$ cat src/rtl/lphm_pkg.sv
// Shared types and constants for the linear probing hash map.
// No dependencies; imported by every module of the block except lphm_ram.
`timescale 1ns / 1ps
package lphm_pkg;

  localparam int KEY_W            = 32;
  localparam int VAL_W            = 32;
  localparam int SIZE_W           = 10;
  localparam int STATUS_W         = 2;
  localparam int SLOT_OUT_W       = 9;
  localparam int DEFAULT_SLOTS    = 512;
  localparam int TABLE_SIZE_RESET = 512;

  // remainder unit retires this many key bits per cycle
  localparam int MOD_RADIX_BITS   = 4;
  localparam int MOD_STEPS        = KEY_W / MOD_RADIX_BITS;
  localparam int MOD_CNT_W        = $clog2(MOD_STEPS);

  // one RAM entry: {used, key, value}
  localparam int ENTRY_W          = 1 + KEY_W + VAL_W;

  localparam logic CMD_INSERT = 1'b0;
  localparam logic CMD_LOOKUP = 1'b1;

  localparam logic [STATUS_W-1:0] ST_OK   = 2'd0;
  localparam logic [STATUS_W-1:0] ST_MISS = 2'd1;
  localparam logic [STATUS_W-1:0] ST_FULL = 2'd2;

  typedef struct packed {
    logic clr;
    logic load;
    logic mod_step;
    logic set_home;
    logic advance;
    logic write;
    logic finish;
  } lphm_cmd_t;

  typedef struct packed {
    logic clr_done;
    logic mod_done;
    logic hit;
    logic empty;
    logic probe_last;
    logic is_lookup;
  } lphm_stat_t;

endpackage

$ cat src/rtl/lphm_ctrl.sv
// Controller state machine for the hash map: clear pass, home slot, probe walk.
// Depends on lphm_pkg for the command and status structs.
`timescale 1ns / 1ps
module lphm_ctrl
  import lphm_pkg::*;
(
  input  logic       clk,
  input  logic       rst_n,
  input  logic       start,
  input  lphm_stat_t stat,
  output lphm_cmd_t  cmd,
  output logic       busy
);

  typedef enum logic [2:0] {
    S_CLEAR,
    S_IDLE,
    S_MOD,
    S_HOME,
    S_READ,
    S_CHECK
  } state_t;

  state_t state_r, state_nxt;
  logic   busy_r, busy_nxt;

  always_comb begin
    state_nxt = state_r;
    cmd       = '0;
    case (state_r)
      S_CLEAR: begin
        cmd.clr = 1'b1;
        if (stat.clr_done) begin
          state_nxt = S_IDLE;
        end
      end
      S_IDLE: begin
        if (start) begin
          cmd.load  = 1'b1;
          state_nxt = S_MOD;
        end
      end
      S_MOD: begin
        cmd.mod_step = 1'b1;
        if (stat.mod_done) begin
          state_nxt = S_HOME;
        end
      end
      S_HOME: begin
        cmd.set_home = 1'b1;
        state_nxt    = S_READ;
      end
      S_READ: begin
        state_nxt = S_CHECK;
      end
      S_CHECK: begin
        if (stat.hit || stat.empty) begin
          cmd.write  = !stat.is_lookup;
          cmd.finish = 1'b1;
          state_nxt  = S_IDLE;
        end else if (stat.probe_last) begin
          // every slot in use was visited: table full
          cmd.finish = 1'b1;
          state_nxt  = S_IDLE;
        end else begin
          cmd.advance = 1'b1;
          state_nxt   = S_READ;
        end
      end
      default: begin
        state_nxt = S_IDLE;
      end
    endcase
    busy_nxt = (state_nxt != S_IDLE);
  end

  always_ff @(posedge clk) begin
    if (!rst_n) begin
      state_r <= S_CLEAR;
      busy_r  <= 1'b1;
    end else begin
      state_r <= state_nxt;
      busy_r  <= busy_nxt;
    end
  end

  assign busy = busy_r;

endmodule

$ cat config.mk
export PLATFORM = sky130hd
export DESIGN_NAME = lphm_ctrl
export DESIGN_NICKNAME = d
export VERILOG_FILES = /design/src/rtl/lphm_pkg.sv /design/src/rtl/lphm_ctrl.sv
export SDC_FILE = /design/constraint.sdc
export NUM_CORES = 1
export LEC_CHECK = 0
export BUFFER_PORTS_ARGS = -buffer_cell sky130_fd_sc_hd__buf_4
export CORE_AREA = 2 2 39 41
export CTS_BUF_LIST = sky130_fd_sc_hd__clkbuf_8
export CTS_CLUSTER_DIAMETER = 60
export DETAILED_ROUTE_END_ITERATION = 16
export DIE_AREA = 0 0 41 43
export PLACE_DENSITY = 0.48
export RECOVER_POWER = 100
export SETUP_SLACK_MARGIN = 0.3
export SLEW_MARGIN = 20
export SYNTH_ARGS = -nofsm -noshare
export SYNTH_HDL_FRONTEND = slang
export SYNTH_SLANG_ARGS = --single-unit
export TNS_END_PERCENT = 5
$ cat constraint.sdc
create_clock -name clk -period 1.7 [get_ports clk]
set_input_delay 0.17 -clock clk [delete_from_list [all_inputs] [get_ports clk]]
set_output_delay 0.17 -clock clk [all_outputs]
set_load 0.1 [all_outputs]
# After elaboration in Yosys (flattened, before gate mapping)
# Cells that the tools add are included.
# W data, S select, Z words.
[word_totals] ff_bits=4 inputBits=9 output_inout_bits=8 elab_cells=28
[op_classes] eq_ne=6 muxes=17 n_reduce_logical=3
[op_table] cell="$mux W3" count=6
[op_table] cell="$pmux W3 S6" count=1
[op_table] cell="$mux W1" count=10
[op_table] cell="$eq A3 B2 Y1 const B" count=2
[op_table] cell="$eq A3 B3 Y1 const B" count=2
[op_table] cell="$eq A3 B1 Y1 const B" count=1
[op_table] cell="$logic_not A3 Y1" count=1
[op_table] cell="$ne A3 B1 Y1 const B" count=1
[op_table] cell="$logic_not A1 Y1" count=1
[op_table] cell="$logic_or A1 B1 Y1" count=1

# Depth between registers and ports, before layout
# Gate-level depths: netlist of the first run.
[depth] word_depth=4 depth_mapped=5 depth_no_buf=4

# Worst setup path before layout of the first run
# Ideal clock, no wire load.
[synth_path] path_kind="flip-flop to output port" from="register state_r[1]" to="output port cmd[1] (netlist name)" t_arrival_ns=2.728 required_time_ns=1.530 path_slack_ns=-1.198 path_stages_with_launch=4 n_path_buf=1 path_cell_list="dfxtp_1 -> buf_2 -> nand3b_1 -> nor3_1"
[synth_lines] item="from (decl)" line="lphm_ctrl.sv:24" source="state_t state_r, state_nxt;"
[synth_lines] item="from (signal assigned)" line="lphm_ctrl.sv:82" source="state_r <= state_nxt;"
[synth_lines] item="to (decl)" line="lphm_ctrl.sv:11" source="output lphm_cmd_t cmd,"

==> flow_metrics.py, run 1 <==
metrics = {
    "grt": {
        "grtUsageTotal": 0.1103,
        "grt.overflow.total": 0,
        "antenna_found_initial": 0,
        "grt_max_degree": 9,
        "grt_pass1_vias": 281,
        "grt_pass1_wl_um": 1179,
    },
    "cts": {
        "path_clk_slew_ps": 30,
        "h-tree-depth": 1,
        "ctsResizeCount": 3,
        "post_cts_buffers": 0,
        "clk_path_buf_depth": 2,
        "clock_latency_ps": 220,
        "numClockSinks": 4,
        "cts_root_buf": "clkbuf_8",
        "cts_tree": "done",
        "cts-hold-fix-buffers": 0,
        "numCtsBuffers": 3,
    },
    "placement": {
        "dpl.hpwl_um": 549.7,
        "io_buffers": 16,
        "placed_cells": 65,
        "post-place-ws_ps": 431.3,
        "gp_congestion": 0.6278,
    },
    "cells_and_area": {
        "syn2layout_area_growth_pct": 79.72,
        "fin_cells": 68,
        "nets": 63,
        "drive_gt1_frac": 0.6154,
        "antenna_cells": 0,
    },
    "route": {
        "drt_pass1_iterations": 3,
        "antenna_left": 0,
        "routed_wl_um": 693,
        "viasPerCell": 4.132,
        "route.vias.total": 281,
        "drc": 0,
        "wl_per_cell_um": 10.19,
        "drt_iter0_drc": 3,
    },
    "timing": {
        "slew_headroom": 0.6412,
        "hold_viol": 0,
        "maxSlewViolCount": 0,
        "fin_crit_sh": 0.9009,
        "holdWs_ps": 187.1,
        "fin_setup_tns_ps": 0,
        "fmax_ghz": 0.6529,
        "finalSetupViolCount": 0,
        "setup_ws_ps": 168.4,
        "fin_crit_ps": 1532,
        "grt_setup_unrepaired": "true",
        "worst_pin_slew_ps": 540.5,
        "skew_ps": 2.387,
    },
    "setup_path": {
        "cp_top_family": "buffers and inverters",
        "required_ps": 1530,
        "critPathSlowestCell": "buf_2",
        "arrival_ps": 1360,
        "cp.buffers_inverters": 2,
        "path_cells": "buf_4 > nand2_1 > nor2_2 > buf_2",
        "start_kind": "flop",
        "path_max_fanout": 8,
        "crit_path_max_incr_delay_ps": 440,
        "end_kind": "primary output",
        "crit_type": "reg2out",
    },
    "logic_synthesis": {
        "seq_area_frac_synth": 0.3019,
        "synth_commonest_cells": "dfxtp_1 (4), a21oi_2 (3), nand3b_1 (3), nor2_1 (3)",
        "async_reset_ff_frac": 0,
        "syn_avg_cell_area_sq_um": 8.038,
        "synth_xor_area_frac": 0,
        "synth_area_sq_um": 265.3,
        "synthAdderAreaFrac": 0,
        "synth_top_family_by_area": "simple AND/OR/NAND/NOR gates",
        "ys_seq_elements": 4,
        "yosys.area_share.simple": 0.4151,
        "post-synth-top-area-cell": "dfxtp_1",
        "yosys_warnings": 0,
        "synth_compound_area_frac": 0.1887,
        "synth.area.top_cells": "dfxtp_1 (30%), a21oi_2 (9.9%), nand3b_1 (8.5%), nand2b_1 (4.7%), buf_6 (4.2%)",
        "synth.distinct_cells": 20,
        "syn_nets": 42,
        "synthMuxAreaShare": 0,
        "synth.most_common_cell": "dfxtp_1",
        "synthCells": 33,
        "synth_top_area_share": 0.3019,
        "synth_edf_count": 0,
        "synth_top_flop_cell": "dfxtp_1",
    },
    "floorplanning": {
        "initial_core_util": 0.1917,
        "pin_count": 17,
        "die_area_sq_um": 1763,
        "die_w_um": 41,
        "core_sq_um": 1384,
        "die_h_um": 43,
        "rows": 14,
    },
    "status": {
        "outcome": "finished, final reports clean",
    },
    "run": {
        "maxCapViolCount": 0,
    },
    "pwr": {
        "power_leakage_uw": 0.0002080,
        "finalPower_uw": 476.4,
        "power_density_nw_per_um2": 999.4,
        "vdd_drop_max_mv": 0.3303,
    },
    "hold_path": {
        "min_path_type": "in2reg",
    },
}
final timing paths:
kind	cells past startpoint	to	startpoint	slack (ps)
setup / recovery	4	cmd[3]	state_r[0]	170
hold / removal	2	state_r[2]	rst_n	190
setup reg to reg	5	busy	state_r[0]	550
hold reg to reg	3	busy	state_r[2]	690
layout make-up:
type	instances	area, sq um
clock buffers	3	41.29
multi-input cells	25	186.4
fillers	158	907.1
well taps	16	20.02
inverters	1	3.754
repair buffers	19	145.1
flip-flops and latches	4	80.08
cell usage in the layout, fill, tap and decap left out, types with 2 or more instances in the layout:
master,count
a21oi_1,2
nand3b_1,3
nand2_1,2
dfxtp_1,4
clkbuf_8,3
nand2b_1,2
buf_4,14
nor2_2,3
clkbuf_2,3
nor2b_2,2
a21oi_2,2
power breakdown:
group	internal (uW)	switching, uW	total (uW)
clock	152	58.1	210
sequential	102	2.85	105
combinational	47.2	114	162
layer usage:
metal	vias up	global-route usage	wire length [um]	share of wire
li1	149	-	-	-
met1	114	0.1218	269	0.39
met2	15	0.1313	326	0.47
met3	3	0.06283	66	0.095
met4	0	0.1200	30	0.043
met5	-	0	0	0
state kept, by name (all words and copies together) (netlist names):
register  cells
state_r       3
busy          1
logic make-up after synthesis:
kind of cell	Yosys count
buf+inv	4
compound gates	7
simple gates	18
flops	4
worst reg2reg max path: stages, from the launching register on:
cell and delay, ps:
dfxtp_1 300, buf_4 170, nand2b_1 140, a21o_1 170, a21oi_1 150, nand3b_1 90
stage by stage:
step                      instance area [sq um]  utilization
after detailed placement                  447.9       0.3237
after global placement                    447.9       0.3237
after global routing                      476.7       0.3445
after floorplan                           306.5            -
after CTS                                 501.7       0.3626
final                                     476.7       0.3445
Power figures use the tool's default switching activity.
==> run 2, diff against run 1 <==
clock period = 1.8 ns   (was 1.7 ns; I/O delays follow)
==> flow_metrics.py, run 2 (same netlist as run 1, synthesis figures left out) <==
metrics = {
    "setup_path": {
        "cp.buffers_inverters": 1,
        "worst_r2r_endpoint": "busy",
        "rr_startpoint": "state_r[0]",
        "path_max_fanout": 4,
        "worstRegToRegCells": 5,
        "end_kind": "primary output",
        "crit_type": "reg2out",
        "path_cells": "nand3b_1 > nor2b_2 > clkbuf_2",
        "critPathSlowestCell": "clkbuf_2",
        "start_kind": "flop",
        "required_ps": 1620,
        "cp_top_family": "buffers and inverters",
        "arrival_ps": 1370,
        "crit_path_max_incr_delay_ps": 460,
        "r2r_setup_slack_ps": 620,
    },
    "hold_path": {
        "min_path_type": "in2reg",
        "min_to": "state_r[1]",
        "worstHoldStart": "rst_n",
        "hold_depth": 2,
    },
    "grt": {
        "grtUsageTotal": 0.1035,
        "grt_pass1_vias": 298,
        "grt_max_degree": 9,
        "grt.overflow.total": 0,
        "antenna_found_initial": 0,
        "grt_pass1_wl_um": 1200,
    },
    "timing": {
        "fin_crit_ps": 1553,
        "fin_setup_tns_ps": 0,
        "finalSetupViolCount": 0,
        "setup_ws_ps": 247.2,
        "holdWs_ps": 198.3,
        "hold_viol": 0,
        "grt_setup_unrepaired": "true",
        "maxSlewViolCount": 0,
        "slew_headroom": 0.6401,
        "fmax_ghz": 0.6440,
        "worst_pin_slew_ps": 542.2,
        "skew_ps": 2.237,
        "fin_crit_sh": 0.8626,
    },
    "cells_and_area": {
        "largest_reg_flops": 3,
        "drive_gt1_frac": 0.6346,
        "syn2layout_area_growth_pct": 78.77,
        "seq_area_sq_um": 83.83,
        "fin_cells": 68,
        "nFillCells": 168,
        "nets": 63,
        "regMostFlops": "state_r",
        "final_common_cell": "buf_4",
        "final_cell_mix": "buf_4 (14), clkbuf_2 (4)",
        "multi_input_area_sq_um": 180.2,
        "antenna_cells": 0,
    },
    "route": {
        "route.vias.total": 293,
        "wl_per_cell_um": 9.632,
        "drt_pass1_iterations": 2,
        "drc": 0,
        "viasPerCell": 4.309,
        "routed_wl_um": 655,
        "drt_iter0_drc": 1,
        "antenna_left": 0,
    },
    "pwr": {
        "power_leakage_uw": 0.0002060,
        "p_sw_uw": 151.9,
        "power_density_nw_per_um2": 914.2,
        "p_clk_frac": 0.425,
        "swShare": 0.3503,
        "vdd_drop_max_mv": 0.1730,
        "p_int_uw": 281.6,
        "p_seq_frac": 0.229,
        "combPwrFrac": 0.346,
    },
    "cts": {
        "h-tree-depth": 1,
        "cts_root_buf": "clkbuf_8",
        "cts_tree": "done",
        "cts-hold-fix-buffers": 0,
        "numCtsBuffers": 3,
        "path_clk_slew_ps": 30,
        "clk_path_buf_depth": 2,
        "numClockSinks": 4,
        "clock_latency_ps": 210,
    },
    "placement": {
        "post-place-ws_ps": 404.8,
        "dpl.hpwl_um": 503.8,
        "placed_cells": 64,
        "gp_congestion": 0.6430,
        "io_buffers": 16,
    },
    "floorplanning": {
        "die_h_um": 43,
        "initial_core_util": 0.1917,
        "die_area_sq_um": 1763,
        "rows": 14,
        "pin_count": 17,
        "core_sq_um": 1384,
        "die_w_um": 41,
    },
    "run": {
        "maxCapViolCount": 0,
    },
    "status": {
        "outcome": "finished, final reports clean",
    },
}
-- run 2: layout make-up --
class,instances,area share
tap,16,0.04222
inverter,1,0.007916
sequential,4,0.1768
multi-input combinational,25,0.3799
clock buffer,3,0.08707
timing repair buffer,19,0.3061
-- run 2: worst max path at each step --
stage	cells after the start	startpoint	endpoint	slack, ps
floorplan	2	state_r[2]	cmd[6]	-20
global placement	3	state_r[1]	cmd[1]	420
detailed placement	3	state_r[1]	cmd[1]	400
CTS	3	state_r[1]	cmd[1]	320
global route	3	state_r[1]	cmd[1]	180
finish	3	state_r[1]	cmd[0]	250
-- run 2: what timing repair did --
action                                  CTS  global route
buffers inserted                          1             0
endpoints found under the setup margin    3             2
gates resized for setup                   5             0
pin swaps                                 1             1
-- run 2: power groups by stage --
stage | registers [uW] | logic, uW | clock network (uW)
3_5_place_dp | 104 | 154 | 0
5_1_grt | 100 | 160 | 197
3_3_place_gp | 104 | 154 | 0
6_report | 99.3 | 150 | 184
4_1_cts | 99.3 | 160 | 188
2_1_floorplan | 119 | 101 | 0
-- run 2: per-stage QoR --
step	instance area [sq um]	power [uW]	util
2_1_floorplan	300.3	220.5	-
3_3_place_gp	434.2	258.0	0.3137
3_5_place_dp	434.2	257.6	0.3137
4_1_cts	499.2	447.0	0.3608
5_1_grt	474.2	456.9	0.3427
6_report	474.2	433.5	0.3427
-- run 2: metal layers --
metal	GRT usage	wire length (um)	vias up
li1	-	-	151
met1	0.1387	294	131
met2	0.1313	314	11
met3	0.03141	45	0
met4	0.08000	0	0
met5	0	0	-
==> run 3, diff against run 2 <==
SETUP_SLACK_MARGIN = 0.4   (was 0.3)
==> flow_metrics.py, run 3 (same netlist as run 1, synthesis figures left out) <==
metrics = {
    "setup_path": {
        "critPathSlowestCell": "clkbuf_2",
        "cp.buffers_inverters": 2,
        "worstRegToRegCells": 5,
        "required_ps": 1620,
        "path_depth": 4,
        "path_cells": "buf_4 > nand2_1 > nor2_2 > clkbuf_2",
        "worst_r2r_endpoint": "busy",
        "end_kind": "primary output",
        "start_kind": "flop",
        "r2r_setup_slack_ps": 650,
        "crit_path_max_incr_delay_ps": 470,
        "arrival_ps": 1380,
        "rr_startpoint": "state_r[1]",
        "path_max_fanout": 8,
        "crit_type": "reg2out",
        "cp_top_family": "buffers and inverters",
    },
    "timing": {
        "finalSetupViolCount": 0,
        "worst_pin_slew_ps": 542.5,
        "slew_headroom": 0.6399,
        "fin_setup_tns_ps": 0,
        "hold_viol": 0,
        "fmax_ghz": 0.6392,
        "maxSlewViolCount": 0,
        "fin_crit_sh": 0.8691,
        "skew_ps": 4.622,
        "fin_crit_ps": 1564,
        "grt_setup_unrepaired": "true",
    },
    "hold_path": {
        "hold_depth": 2,
        "min_path_type": "in2reg",
        "worstHoldStart": "rst_n",
        "min_to": "state_r[1]",
    },
    "cts": {
        "numClockSinks": 4,
        "clock_latency_ps": 220,
        "cts_tree": "done",
        "numCtsBuffers": 3,
        "cts_root_buf": "clkbuf_8",
        "path_clk_slew_ps": 30,
        "h-tree-depth": 1,
        "clk_path_buf_depth": 2,
    },
    "grt": {
        "grt_pass1_wl_um": 1138,
        "grt_pass1_vias": 286,
        "antenna_found_initial": 0,
        "grt.overflow.total": 0,
        "grt_max_degree": 9,
        "grtUsageTotal": 0.1044,
    },
    "pwr": {
        "power_density_nw_per_um2": 904.1,
        "p_sw_uw": 163.5,
        "p_seq_frac": 0.221,
        "swShare": 0.3651,
        "combPwrFrac": 0.346,
        "vdd_drop_max_mv": 0.3046,
        "p_clk_frac": 0.432,
        "power_leakage_uw": 0.0002132,
        "p_int_uw": 284.4,
    },
    "cells_and_area": {
        "final_util": 0.3580,
        "final_common_cell": "buf_4",
        "largest_reg_flops": 3,
        "nFillCells": 163,
        "final_cell_mix": "buf_4 (13), clkbuf_2 (4)",
        "nets": 64,
        "syn2layout_area_growth_pct": 86.79,
        "antenna_cells": 0,
        "final_area_sq_um": 495.5,
        "seq_area_sq_um": 83.83,
        "regMostFlops": "state_r",
        "drive_gt1_frac": 0.6604,
        "multi_input_area_sq_um": 190.2,
    },
    "route": {
        "viasPerCell": 4.203,
        "antenna_left": 0,
        "drc": 0,
        "routed_wl_um": 749,
        "drt_iter0_drc": 4,
        "drt_pass1_iterations": 2,
        "route.vias.total": 290,
        "wl_per_cell_um": 10.86,
    },
    "status": {
        "outcome": "finished, final reports clean",
    },
    "floorplanning": {
        "initial_core_util": 0.1917,
        "pin_count": 17,
        "core_sq_um": 1384,
        "die_w_um": 41,
        "die_area_sq_um": 1763,
        "rows": 14,
        "die_h_um": 43,
    },
    "placement": {
        "dpl.hpwl_um": 541.7,
        "dpl-instance-area_sq_um": 440.4,
        "gp_congestion": 0.7295,
        "io_buffers": 16,
    },
    "run": {
        "maxCapViolCount": 0,
    },
}
## run 3: what timing repair did
item,4_1_cts,5_1_grt
endpoints found under the setup margin,6,6
setup buffers,1,1
pin swaps,1,1
resized for setup,6,0
hold buffers,0,0
## run 3: through the flow
| step | setup WS (ps) | cells | total power (uW) | hold slack (ps) |
|---|---|---|---|---|
| 2_1_floorplan | 48.43 | 33 | 223.8 | 301.7 |
| 3_3_place_gp | 399.4 | 64 | 260.5 | 406.2 |
| 3_5_place_dp | 369.9 | 64 | 260.8 | 408.5 |
| 4_1_cts | 297.8 | 68 | 456.5 | 182.1 |
| 5_1_grt | 186.9 | 69 | 464.2 | 207.2 |
| 6_report | 235.7 | 69 | 447.9 | 195.0 |
## run 3: power groups by stage
stage	Combinational [uW]	Clock [uW]	Sequential (uW)
after global placement	156	0	104
after CTS	163	194	99.0
after detailed placement	157	0	104
after floorplan	105	0	119
after global routing	163	201	100
final	155	194	99.1
## run 3: worst max path at each step
stage               start  endpoint  slack (ps)
4_1_cts        state_r[1]    cmd[1]         300
3_5_place_dp   state_r[1]    cmd[1]         370
5_1_grt        state_r[0]    cmd[3]         190
3_3_place_gp   state_r[1]    cmd[1]         400
6_report       state_r[0]    cmd[3]         240
2_1_floorplan  state_r[1]    cmd[0]          50
## run 3: cell type report
type / count / share of cell area
flip-flops and latches: 4 / 0.1692
inverters: 1 / 0.007576
repair buffers: 20 / 0.3157
clock buffers: 3 / 0.08333
well taps: 16 / 0.04040
multi-input cells: 25 / 0.3838
## run 3: per-layer routing
| metal | up-vias | global-route usage | wire [um] |
|---|---|---|---|
| li1 | 150 | - | - |
| met1 | 124 | 0.1125 | 297 |
| met2 | 14 | 0.1500 | 374 |
| met3 | 2 | 0.04712 | 57 |
| met4 | 0 | 0.08000 | 19 |
| met5 | - | 0 | 0 |
